**src/design/bfs_adjacency_matrix_macros.svh**
```systemverilog
// ----------------------------------------------------------------------------
// bfs_adjacency_matrix_macros
// Assertion macros shared by the breadth-first search block.
// ----------------------------------------------------------------------------
`ifndef BFS_ADJACENCY_MATRIX_MACROS_SVH
`define BFS_ADJACENCY_MATRIX_MACROS_SVH

`ifndef SYNTHESIS
`define BFS_ASSERT_IMPLIES(label, clk, rst_n, cond, prop) \
    label: assert property (@(posedge clk) disable iff (!(rst_n)) (cond) |-> (prop)) \
        else $error("assertion failed: cond |-> prop");
`define BFS_ASSERT_NEXT(label, clk, rst_n, cond, prop) \
    label: assert property (@(posedge clk) disable iff (!(rst_n)) (cond) |=> (prop)) \
        else $error("assertion failed: cond |=> prop");
`else
`define BFS_ASSERT_IMPLIES(label, clk, rst_n, cond, prop)
`define BFS_ASSERT_NEXT(label, clk, rst_n, cond, prop)
`endif

`endif

```
**src/design/bfs_pkg.sv**
```systemverilog
// ----------------------------------------------------------------------------
// bfs_pkg
// Constants and controller/datapath interface types for the BFS block.
// ----------------------------------------------------------------------------
`default_nettype none

package bfs_pkg;

    localparam int NODES       = 16;
    localparam int WEIGHT_BITS = 8;

    localparam int NODE_FIELD_W   = 4;
    localparam int WEIGHT_FIELD_W = 8;
    localparam int DIST_W         = 12;

    localparam int NODE_W = $clog2(NODES);
    localparam int QPTR_W = NODE_W + 1;
    localparam int CELLS  = NODES * NODES;
    localparam int ADDR_W = 2 * NODE_W;

    localparam logic [DIST_W-1:0] DIST_MAX = {DIST_W{1'b1}};

    localparam logic OP_LOAD   = 1'b0;
    localparam logic OP_SEARCH = 1'b1;

    typedef struct packed {
        logic capture;
        logic clr_step;
        logic load_a;
        logic load_b;
        logic init;
        logic deq;
        logic scan;
        logic emit;
    } t_cmd;

    typedef struct packed {
        logic clr_last;
        logic q_ready;
        logic col_last;
        logic emit_last;
        logic out_free;
    } t_stat;

endpackage

`default_nettype wire

```
**src/design/bfs_ram.sv**
```systemverilog
// ----------------------------------------------------------------------------
// bfs_ram
// Generic single-write, single-read RAM with registered read data.
// ----------------------------------------------------------------------------
`default_nettype none

module bfs_ram #(
    parameter int WIDTH = 8,
    parameter int DEPTH = 256
) (
    input  wire logic                     i_clk,
    input  wire logic                     i_we,
    input  wire logic [$clog2(DEPTH)-1:0] i_waddr,
    input  wire logic [WIDTH-1:0]         i_wdata,
    input  wire logic [$clog2(DEPTH)-1:0] i_raddr,
    output logic      [WIDTH-1:0]         o_rdata
);

    logic [WIDTH-1:0] r_mem [DEPTH];

    always_ff @(posedge i_clk) begin
        if (i_we) begin
            r_mem[i_waddr] <= i_wdata;
        end
        o_rdata <= r_mem[i_raddr];
    end

endmodule

`default_nettype wire

```
**src/design/bfs_ctrl.sv**
```systemverilog
// ----------------------------------------------------------------------------
// bfs_ctrl
// Sequencer for matrix clear, edge load, search and result emission.
// ----------------------------------------------------------------------------
`default_nettype none

module bfs_ctrl (
    input  wire logic          i_clk,
    input  wire logic          i_rst_n,
    input  wire logic          i_in_valid,
    input  wire logic          i_cmd,
    output logic               o_in_ready,
    input  wire bfs_pkg::t_stat i_stat,
    output bfs_pkg::t_cmd      o_cmd
);

    import bfs_pkg::*;

    localparam logic [3:0] ST_CLEAR  = 4'd0;
    localparam logic [3:0] ST_IDLE   = 4'd1;
    localparam logic [3:0] ST_LOAD_A = 4'd2;
    localparam logic [3:0] ST_LOAD_B = 4'd3;
    localparam logic [3:0] ST_INIT   = 4'd4;
    localparam logic [3:0] ST_DEQ    = 4'd5;
    localparam logic [3:0] ST_SCAN   = 4'd6;
    localparam logic [3:0] ST_DRAIN  = 4'd7;
    localparam logic [3:0] ST_EMIT   = 4'd8;

    logic [3:0] r_state;
    logic [3:0] n_state;

    always_comb begin
        n_state    = r_state;
        o_cmd      = '0;
        o_in_ready = 1'b0;
        unique case (r_state)
            ST_CLEAR: begin
                o_cmd.clr_step = 1'b1;
                if (i_stat.clr_last) begin
                    n_state = ST_IDLE;
                end
            end
            ST_IDLE: begin
                o_in_ready = 1'b1;
                if (i_in_valid) begin
                    o_cmd.capture = 1'b1;
                    n_state = (i_cmd == OP_SEARCH) ? ST_INIT : ST_LOAD_A;
                end
            end
            ST_LOAD_A: begin
                o_cmd.load_a = 1'b1;
                n_state = ST_LOAD_B;
            end
            ST_LOAD_B: begin
                o_cmd.load_b = 1'b1;
                n_state = ST_IDLE;
            end
            ST_INIT: begin
                o_cmd.init = 1'b1;
                n_state = ST_DEQ;
            end
            ST_DEQ: begin
                if (i_stat.q_ready) begin
                    o_cmd.deq = 1'b1;
                    n_state = ST_SCAN;
                end else begin
                    n_state = ST_EMIT;
                end
            end
            ST_SCAN: begin
                o_cmd.scan = 1'b1;
                if (i_stat.col_last) begin
                    n_state = ST_DRAIN;
                end
            end
            ST_DRAIN: begin
                n_state = ST_DEQ;
            end
            ST_EMIT: begin
                if (i_stat.out_free) begin
                    o_cmd.emit = 1'b1;
                    if (i_stat.emit_last) begin
                        n_state = ST_IDLE;
                    end
                end
            end
            default: begin
                n_state = ST_CLEAR;
            end
        endcase
    end

    always_ff @(posedge i_clk) begin
        if (!i_rst_n) begin
            r_state <= ST_CLEAR;
        end else begin
            r_state <= n_state;
        end
    end

endmodule

`default_nettype wire

```
**src/design/bfs_dp.sv**
```systemverilog
// ----------------------------------------------------------------------------
// bfs_dp
// Datapath: adjacency RAM, per-node state, visit queue and result register.
// ----------------------------------------------------------------------------
`default_nettype none

module bfs_dp (
    input  wire logic                                 i_clk,
    input  wire logic                                 i_rst_n,
    input  wire bfs_pkg::t_cmd                        i_cmd_bus,
    output bfs_pkg::t_stat                            o_stat,
    input  wire logic [bfs_pkg::NODE_FIELD_W-1:0]     i_from_node,
    input  wire logic [bfs_pkg::NODE_FIELD_W-1:0]     i_to_node,
    input  wire logic [bfs_pkg::WEIGHT_FIELD_W-1:0]   i_weight,
    input  wire logic [bfs_pkg::NODE_FIELD_W-1:0]     i_root_node,
    input  wire logic                                 i_out_ready,
    output logic                                      o_out_valid,
    output logic      [bfs_pkg::NODE_FIELD_W-1:0]     o_node_id,
    output logic                                      o_reached,
    output logic      [bfs_pkg::DIST_W-1:0]           o_distance,
    output logic                                      o_has_parent,
    output logic      [bfs_pkg::NODE_FIELD_W-1:0]     o_parent,
    output logic                                      o_last
);

    import bfs_pkg::*;

    logic [NODE_FIELD_W-1:0]   r_from;
    logic [NODE_FIELD_W-1:0]   r_to;
    logic [WEIGHT_BITS-1:0]    r_weight;
    logic [NODE_FIELD_W-1:0]   r_root;

    logic [ADDR_W-1:0]         r_clr_cnt;
    logic [NODES-1:0]          r_reached;
    logic [NODES-1:0]          r_has_parent;
    logic [DIST_W-1:0]         r_dist   [NODES];
    logic [NODE_W-1:0]         r_parent [NODES];
    logic [NODE_W-1:0]         r_fifo   [NODES];
    logic [QPTR_W-1:0]         r_head;
    logic [QPTR_W-1:0]         r_tail;
    logic [NODE_W-1:0]         r_cur;
    logic [DIST_W-1:0]         r_base;
    logic [NODE_W-1:0]         r_col;
    logic                      r_eval_valid;
    logic [NODE_W-1:0]         r_eval_col;
    logic [NODE_W-1:0]         r_emit_idx;

    logic                      ram_we;
    logic [ADDR_W-1:0]         ram_waddr;
    logic [WEIGHT_BITS-1:0]    ram_wdata;
    logic [WEIGHT_BITS-1:0]    ram_rdata;

    logic                      load_ok;
    logic                      root_ok;
    logic [NODE_W-1:0]         head_node;
    logic [NODE_W-1:0]         rd_idx;
    logic [DIST_W-1:0]         rd_dist;
    logic                      hit;
    logic [DIST_W:0]           sum;
    logic [DIST_W-1:0]         new_dist;
    logic                      enq_ok;
    logic                      emit_hp;

    assign load_ok = ({1'b0, r_from} < (NODE_FIELD_W+1)'(NODES))
                  && ({1'b0, r_to} < (NODE_FIELD_W+1)'(NODES));
    assign root_ok = ({1'b0, r_root} < (NODE_FIELD_W+1)'(NODES));

    always_comb begin
        ram_we    = 1'b0;
        ram_waddr = r_clr_cnt;
        ram_wdata = '0;
        priority if (i_cmd_bus.clr_step) begin
            ram_we = 1'b1;
        end else if (i_cmd_bus.load_a) begin
            ram_we    = load_ok;
            ram_waddr = {r_from[NODE_W-1:0], r_to[NODE_W-1:0]};
            ram_wdata = r_weight;
        end else if (i_cmd_bus.load_b) begin
            ram_we    = load_ok;
            ram_waddr = {r_to[NODE_W-1:0], r_from[NODE_W-1:0]};
            ram_wdata = r_weight;
        end
    end

    bfs_ram #(
        .WIDTH (WEIGHT_BITS),
        .DEPTH (CELLS)
    ) u_adj_ram (
        .i_clk   (i_clk),
        .i_we    (ram_we),
        .i_waddr (ram_waddr),
        .i_wdata (ram_wdata),
        .i_raddr ({r_cur, r_col}),
        .o_rdata (ram_rdata)
    );

    assign head_node = r_fifo[r_head[NODE_W-1:0]];
    assign rd_idx    = i_cmd_bus.emit ? r_emit_idx : head_node;
    assign rd_dist   = r_dist[rd_idx];

    assign hit      = r_eval_valid && (ram_rdata != '0) && !r_reached[r_eval_col];
    assign sum      = {1'b0, r_base} + (DIST_W+1)'(ram_rdata);
    assign new_dist = sum[DIST_W] ? DIST_MAX : sum[DIST_W-1:0];
    assign enq_ok   = r_tail < QPTR_W'(NODES);
    assign emit_hp  = r_reached[r_emit_idx] && r_has_parent[r_emit_idx];

    assign o_stat.clr_last  = (r_clr_cnt == ADDR_W'(CELLS - 1));
    assign o_stat.q_ready   = (r_head < r_tail) && (r_head < QPTR_W'(NODES));
    assign o_stat.col_last  = (r_col == NODE_W'(NODES - 1));
    assign o_stat.emit_last = (r_emit_idx == NODE_W'(NODES - 1));
    assign o_stat.out_free  = !o_out_valid || i_out_ready;

    always_ff @(posedge i_clk) begin
        if (!i_rst_n) begin
            r_clr_cnt    <= '0;
            r_reached    <= '0;
            r_has_parent <= '0;
            r_head       <= '0;
            r_tail       <= '0;
            r_col        <= '0;
            r_eval_valid <= 1'b0;
            r_emit_idx   <= '0;
            o_out_valid  <= 1'b0;
        end else begin
            if (i_cmd_bus.clr_step) begin
                r_clr_cnt <= r_clr_cnt + 1'b1;
            end
            r_eval_valid <= i_cmd_bus.scan;
            if (i_cmd_bus.init) begin
                r_reached    <= root_ok ? (NODES'(1) << r_root[NODE_W-1:0]) : '0;
                r_has_parent <= '0;
                r_head       <= '0;
                r_tail       <= root_ok ? QPTR_W'(1) : '0;
                r_emit_idx   <= '0;
            end else if (hit) begin
                r_reached[r_eval_col]    <= 1'b1;
                r_has_parent[r_eval_col] <= 1'b1;
                if (enq_ok) begin
                    r_tail <= r_tail + 1'b1;
                end
            end
            if (i_cmd_bus.deq) begin
                r_head <= r_head + 1'b1;
                r_col  <= '0;
            end else if (i_cmd_bus.scan) begin
                r_col <= r_col + 1'b1;
            end
            if (i_cmd_bus.emit) begin
                r_emit_idx  <= r_emit_idx + 1'b1;
                o_out_valid <= 1'b1;
            end else if (i_out_ready) begin
                o_out_valid <= 1'b0;
            end
        end
    end

    always_ff @(posedge i_clk) begin
        if (i_cmd_bus.capture) begin
            r_from   <= i_from_node;
            r_to     <= i_to_node;
            r_weight <= i_weight[WEIGHT_BITS-1:0];
            r_root   <= i_root_node;
        end
        if (i_cmd_bus.init) begin
            if (root_ok) begin
                r_dist[r_root[NODE_W-1:0]] <= '0;
                r_fifo[0]                  <= r_root[NODE_W-1:0];
            end
        end else if (hit) begin
            r_dist[r_eval_col]   <= new_dist;
            r_parent[r_eval_col] <= r_cur;
            if (enq_ok) begin
                r_fifo[r_tail[NODE_W-1:0]] <= r_eval_col;
            end
        end
        if (i_cmd_bus.deq) begin
            r_cur  <= head_node;
            r_base <= rd_dist;
        end
        if (i_cmd_bus.scan) begin
            r_eval_col <= r_col;
        end
        if (i_cmd_bus.emit) begin
            o_node_id    <= NODE_FIELD_W'(r_emit_idx);
            o_reached    <= r_reached[r_emit_idx];
            o_distance   <= r_reached[r_emit_idx] ? rd_dist : '0;
            o_has_parent <= emit_hp;
            o_parent     <= emit_hp ? NODE_FIELD_W'(r_parent[r_emit_idx]) : '0;
            o_last       <= (r_emit_idx == NODE_W'(NODES - 1));
        end
    end

endmodule

`default_nettype wire

```
**src/design/bfs_adjacency_matrix.sv**
```systemverilog
// ----------------------------------------------------------------------------
// bfs_adjacency_matrix
// Breadth-first search over a weighted adjacency matrix held in RAM.
//
//   channel   direction   handshake                    payload
//   in        into block  i_in_valid / o_in_ready      cmd, from/to node, weight, root
//   out       from block  o_out_valid / i_out_ready    node_id, reached, distance,
//                                                      has_parent, parent, last
//
// A load transaction is an accept followed by one RAM write per direction.
// A search scans one matrix row per dequeued node through the single read port
// of the matrix RAM, then emits one report for every node.
// After reset a clearing pass zeroes all 256 matrix cells with o_in_ready low.
// Results leave through an output register; emission stalls while it is full.
// ----------------------------------------------------------------------------
`default_nettype none

`include "bfs_adjacency_matrix_macros.svh"

module bfs_adjacency_matrix (
    input  wire logic                                 i_clk,
    input  wire logic                                 i_rst_n,
    input  wire logic                                 i_in_valid,
    output logic                                      o_in_ready,
    input  wire logic                                 i_cmd,
    input  wire logic [bfs_pkg::NODE_FIELD_W-1:0]     i_from_node,
    input  wire logic [bfs_pkg::NODE_FIELD_W-1:0]     i_to_node,
    input  wire logic [bfs_pkg::WEIGHT_FIELD_W-1:0]   i_weight,
    input  wire logic [bfs_pkg::NODE_FIELD_W-1:0]     i_root_node,
    output logic                                      o_out_valid,
    input  wire logic                                 i_out_ready,
    output logic      [bfs_pkg::NODE_FIELD_W-1:0]     o_node_id,
    output logic                                      o_reached,
    output logic      [bfs_pkg::DIST_W-1:0]           o_distance,
    output logic                                      o_has_parent,
    output logic      [bfs_pkg::NODE_FIELD_W-1:0]     o_parent,
    output logic                                      o_last
);

    import bfs_pkg::*;

    t_cmd  cmd_bus;
    t_stat stat_bus;

    bfs_ctrl u_ctrl (
        .i_clk      (i_clk),
        .i_rst_n    (i_rst_n),
        .i_in_valid (i_in_valid),
        .i_cmd      (i_cmd),
        .o_in_ready (o_in_ready),
        .i_stat     (stat_bus),
        .o_cmd      (cmd_bus)
    );

    bfs_dp u_dp (
        .i_clk        (i_clk),
        .i_rst_n      (i_rst_n),
        .i_cmd_bus    (cmd_bus),
        .o_stat       (stat_bus),
        .i_from_node  (i_from_node),
        .i_to_node    (i_to_node),
        .i_weight     (i_weight),
        .i_root_node  (i_root_node),
        .i_out_ready  (i_out_ready),
        .o_out_valid  (o_out_valid),
        .o_node_id    (o_node_id),
        .o_reached    (o_reached),
        .o_distance   (o_distance),
        .o_has_parent (o_has_parent),
        .o_parent     (o_parent),
        .o_last       (o_last)
    );

    `BFS_ASSERT_IMPLIES(a_no_accept_in_clear, i_clk, i_rst_n, cmd_bus.clr_step, !o_in_ready)
    `BFS_ASSERT_IMPLIES(a_deq_needs_entry, i_clk, i_rst_n, cmd_bus.deq, stat_bus.q_ready)
    `BFS_ASSERT_NEXT(a_emit_fills_out, i_clk, i_rst_n, cmd_bus.emit, o_out_valid)

endmodule

`default_nettype wire

```
**config.mk**
```make
export PLATFORM = sky130hd
export DESIGN_NAME = bfs_adjacency_matrix
export DESIGN_NICKNAME = d
export VERILOG_FILES = /design/src/design/bfs_pkg.sv /design/src/design/bfs_ram.sv /design/src/design/bfs_ctrl.sv /design/src/design/bfs_dp.sv /design/src/design/bfs_adjacency_matrix.sv
export VERILOG_INCLUDE_DIRS = /design/src /design/src/design
export SDC_FILE = /design/constraint.sdc
export NUM_CORES = 2
export LEC_CHECK = 0
export BUFFER_PORTS_ARGS = -buffer_cell sky130_fd_sc_hd__buf_2
export CORE_AREA = 2 2 449 451
export CTS_BUF_LIST = sky130_fd_sc_hd__clkbuf_8 sky130_fd_sc_hd__clkbuf_16
export CTS_CLUSTER_SIZE = 40
export DETAILED_ROUTE_END_ITERATION = 10
export DIE_AREA = 0 0 451 453
export GPL_TIMING_DRIVEN = 0
export SLEW_MARGIN = 20
export SYNTH_ARGS = -nofsm -noshare
export SYNTH_HDL_FRONTEND = slang
export SYNTH_HIERARCHICAL = 1
export SYNTH_SLANG_ARGS = --single-unit
```
**constraint.sdc**
```tcl
create_clock -name i_clk -period 10.4 [get_ports i_clk]
set_input_delay 0.52 -clock i_clk [delete_from_list [all_inputs] [get_ports i_clk]]
set_output_delay 0.52 -clock i_clk [all_outputs]
set_load 0.01 [all_outputs]
```
==> flow_metrics.env <==
export IMPL_status="completed"
export IMPL_first_iter_violations=8156
export IMPL_synth_largest_area_cell="edfxtp_1"
export IMPL_syn_avg_cell_area_um2=19.4
export IMPL_required_ns=10.90
export IMPL_p_sw_w=0.00390
export IMPL_track_usage=0.291
export IMPL_synth_seq_cells=2507
export IMPL_yosysSeqAreaShare=0.753
export IMPL_port_buffers=49
export IMPL_firstDrtPassIters=6
export IMPL_clockBufferDepth=4
export IMPL_holdBufCountCts=24
export IMPL_start_util=0.497
export IMPL_hold_start="i_to_node[3]"
export IMPL_combPwrFrac=0.005
export IMPL_crit_type="reg -> reg"
export IMPL_ys_async_sr_fraction=0
export IMPL_fin_crit_sh=0.595
export IMPL_cts_tree="done"
export IMPL_antenna_found_initial=20
export IMPL_crit_top_cell="clkbuf_1"
export IMPL_cts_sinks=2507
export IMPL_crit_path_start_kind="flop"
export IMPL_nNetsFinal=5582
export IMPL_fin_worst_skew_ns=0.0478
export IMPL_rr_startpoint="u_ctrl/r_state[1]$_SDFFE_PN0P_"
export IMPL_critPathMaxFanout=10
export IMPL_power_frac_clock=0.451
export IMPL_synth_commonest_cells="2,431 x edfxtp_1, 500 x mux4_2, 368 x nor2_1"
export IMPL_tightest_slew_ns=1.31
export IMPL_first_global_vias=52600
export IMPL_ys_types=87
export IMPL_synth_area_um2=99000
export IMPL_end_kind="flop"
export IMPL_hpwl_mm=207
export IMPL_setup_viol=0
export IMPL_place_inst=7888
export IMPL_syn_nets=5158
export IMPL_slowest_stage="nor2_1"
export IMPL_post_cts_setup_buffers=0
export IMPL_rows=164
export IMPL_preCtsSetupSlack_ns=4.45
export IMPL_final_cells=8379
export IMPL_fin_crit_ns=6.19
export IMPL_place_gp_congestion=0.973
export IMPL_r2r_slack_ns=4.21
export IMPL_max_freq_ghz=0.162
export IMPL_die_area_um2=204000
export IMPL_postRouteAntennaNets=0
export IMPL_r2r_cells=12
export IMPL_p_int_w=0.0162
export IMPL_root_buffer="clkbuf_16"
export IMPL_slew_violations=0
export IMPL_worstHoldPathCells=2
export IMPL_p_sw_frac=0.194
export IMPL_cts_htree_levels=5
export IMPL_numCtsBuffers=280
export IMPL_insertion_delay_ns=0.93
export IMPL_cts_resized=0
export IMPL_drive_above_1_share=0.217
export IMPL_grt_overflow=0
export IMPL_synth_edf_count=2431
export IMPL_core_area_um2=199000
export IMPL_cap_violations=0
export IMPL_grt_max_degree=76
export IMPL_hold_viol=0
export IMPL_cp_data_arrival_time_ns=6.69
export IMPL_clk_pin_slew_ns=0.06
export IMPL_path_cells="clkbuf_1 > nand2b_1 > nor3_1 > clkbuf_1 > a22oi_1 > o21ai_0 > clkbuf_1 > nor2b_1 > clkbuf_1 > nand4_1 > clkbuf_2 > nor2_1"
export IMPL_ios=50
export IMPL_fin_ws_ns=4.21
export IMPL_rsz0062_at_grt="no"
export IMPL_ys_warn_count=6
export IMPL_routed_wl_mm=298
export IMPL_slowest_delay_ns=0.91
export IMPL_r2r_end="u_dp/u_adj_ram/r_mem[139][7]$_DFFE_PP_"
export IMPL_via_count=54700
export IMPL_dieHeight_um=453
export IMPL_p_leak_nw=33.1
export IMPL_fin_tns_setup_ns=0
export IMPL_max_slew_margin=0.121
export IMPL_yosysMostFrequentCell="edfxtp_1"
export IMPL_synth_ff_type="edfxtp_1"
export IMPL_avgRoutedWirePerCell_um=35.6
export IMPL_fp_dieW_um=451
export IMPL_syn_inst=5115
export IMPL_synth_top_cell_area_share=0.737
export IMPL_via_per_inst=6.53
export IMPL_pwr_density_cell_nw_per_um2=178
export IMPL_hold_path_class="in -> reg"
export IMPL_ir_drop_v=0.000136
export IMPL_synthTopCellsByArea="edfxtp_1 74%, mux4_2 11%, mux2i_1 1.7%"
export IMPL_drc=0
export IMPL_sequentialPowerShare=0.543
export IMPL_holdPathEnd="u_dp/r_to[3]$_DFFE_PP_"
export IMPL_grt_pass1_wl_mm=412
export IMPL_syn_to_final_growth_pct=13.9
-- layout make-up --
cell class / count / area (um2)
Antenna cell: 3 / 7.51
Buffer: 328 / 1960
Clock buffer: 292 / 7260
Clock inverter: 171 / 1010
Fill cell: 15000 / 86500
Inverter: 23 / 86.3
Multi-Input combinational cell: 2257 / 22800
Sequential cell: 2507 / 74500
Tap cell: 2656 / 3320
Timing Repair Buffer: 142 / 1850
-- flip-flops by register name, indices dropped and copies added, names as in the netlist, 4 cells and up, named ones only --
name,flops
u_dp/r_root,4
u_dp/r_emit_idx,4
u_dp/u_adj_ram/r_mem,2048
u_dp/r_reached,16
u_dp/r_parent,64
u_dp/r_weight,8
u_dp/u_adj_ram/o_rdata,8
u_dp/r_head,5
u_dp/o_parent,4
u_dp/r_col,4
u_dp/r_eval_col,4
u_dp/r_to,4
u_dp/r_clr_cnt,8
u_dp/r_from,4
u_ctrl/r_state,4
u_dp/r_base,12
u_dp/r_dist,192
u_dp/r_tail,5
u_dp/r_cur,4
u_dp/o_node_id,4
u_dp/r_has_parent,16
u_dp/o_distance,12
u_dp/r_fifo,64
-- how the worst max path moves through the flow --
stage	start	end	slack (ns)
final	u_ctrl/r_state[1]$_SDFFE_PN0P_	u_dp/u_adj_ram/r_mem[139][7]$_DFFE_PP_	4.21
after detailed placement	u_ctrl/r_state[1]$_SDFFE_PN0P_	u_dp/u_adj_ram/r_mem[136][1]$_DFFE_PP_	4.45
after floorplan	u_ctrl/r_state[1]$_SDFFE_PN0P_	u_dp/u_adj_ram/r_mem[0][0]$_DFFE_PP_	4.83
after CTS	u_ctrl/r_state[1]$_SDFFE_PN0P_	u_dp/u_adj_ram/r_mem[136][0]$_DFFE_PP_	4.43
after global placement	u_ctrl/r_state[1]$_SDFFE_PN0P_	u_dp/u_adj_ram/r_mem[82][1]$_DFFE_PP_	-0.54
after global routing	u_ctrl/r_state[1]$_SDFFE_PN0P_	u_dp/u_adj_ram/r_mem[139][7]$_DFFE_PP_	3.97
-- cells in the final DEF (no fill, tap or decap), types with 30 or more instances in the layout --
cell type and count:
a211oi_1 40, nor2_1 341, nor3_1 57, and3_1 42, clkbuf_2 30, nor2b_1 46, clkinv_2 34, buf_2 104
clkbuf_16 288, buf_4 45, o22ai_1 44, o221ai_1 46, nand2b_1 34, a21oi_1 133, buf_6 31, nand3_1 97
mux4_2 500, a22oi_1 143, inv_1 78, edfxtp_1 2431, mux2i_1 167, buf_16 30, dfxtp_1 76, nand2_1 79
o21ai_0 88, clkbuf_1 142, clkinv_1 58
-- worst max-delay path: cells and delay by family, from the launching register on --
family,cells,cell delay [ns]
and+or+nand+nor,5,2.44
buffers and inverters,5,2.12
DFF,1,0.33
AOI/OAI and AO/OA,2,0.87
-- routing by layer --
metal  vias to the layer above  track usage  share of wire  wire (um)
met5                         -      0.00303        0.00043        128
li1                      22000            -              -          -
met4                         9        0.124          0.049      14500
met1                     28800        0.400           0.39     115000
met3                       613       0.0678           0.10      31200
met2                      3238        0.449           0.46     138000
-- power by group through the flow --
stage | Combinational [W] | Clock (W) | Sequential [W]
after global placement | 0.0000842 | 0 | 0.0111
after global routing | 0.000108 | 0.00959 | 0.0109
after CTS | 0.000105 | 0.00920 | 0.0109
after floorplan | 0.0000338 | 0 | 0.0111
after detailed placement | 0.0000970 | 0 | 0.0111
final | 0.000109 | 0.00907 | 0.0109
-- through the flow --
stage | area [um2] | hold slack (ns) | total power, W | util
floorplan | 99000 | 0.406 | 0.0112 | -
global placement | 103000 | 0.415 | 0.0112 | 0.515
detailed placement | 104000 | 0.416 | 0.0112 | 0.523
CTS | 113000 | 0.296 | 0.0202 | 0.566
global route | 113000 | 0.340 | 0.0206 | 0.566
finish | 113000 | 0.347 | 0.0201 | 0.566
-- logic make-up (layout without fill, tap and decap cells) --
group,Yosys count,after routing,share of synthesized area
buf+inv,351,956,0.0201
flops,2507,2507,0.753
xor+xnor,20,20,0.00177
other cells,0,3,0
simple gates,863,863,0.0423
compound gates,670,670,0.0470
mux,686,686,0.134
fa+ha+maj,18,18,0.00235
No activity file was read; power rests on OpenSTA's default activity.
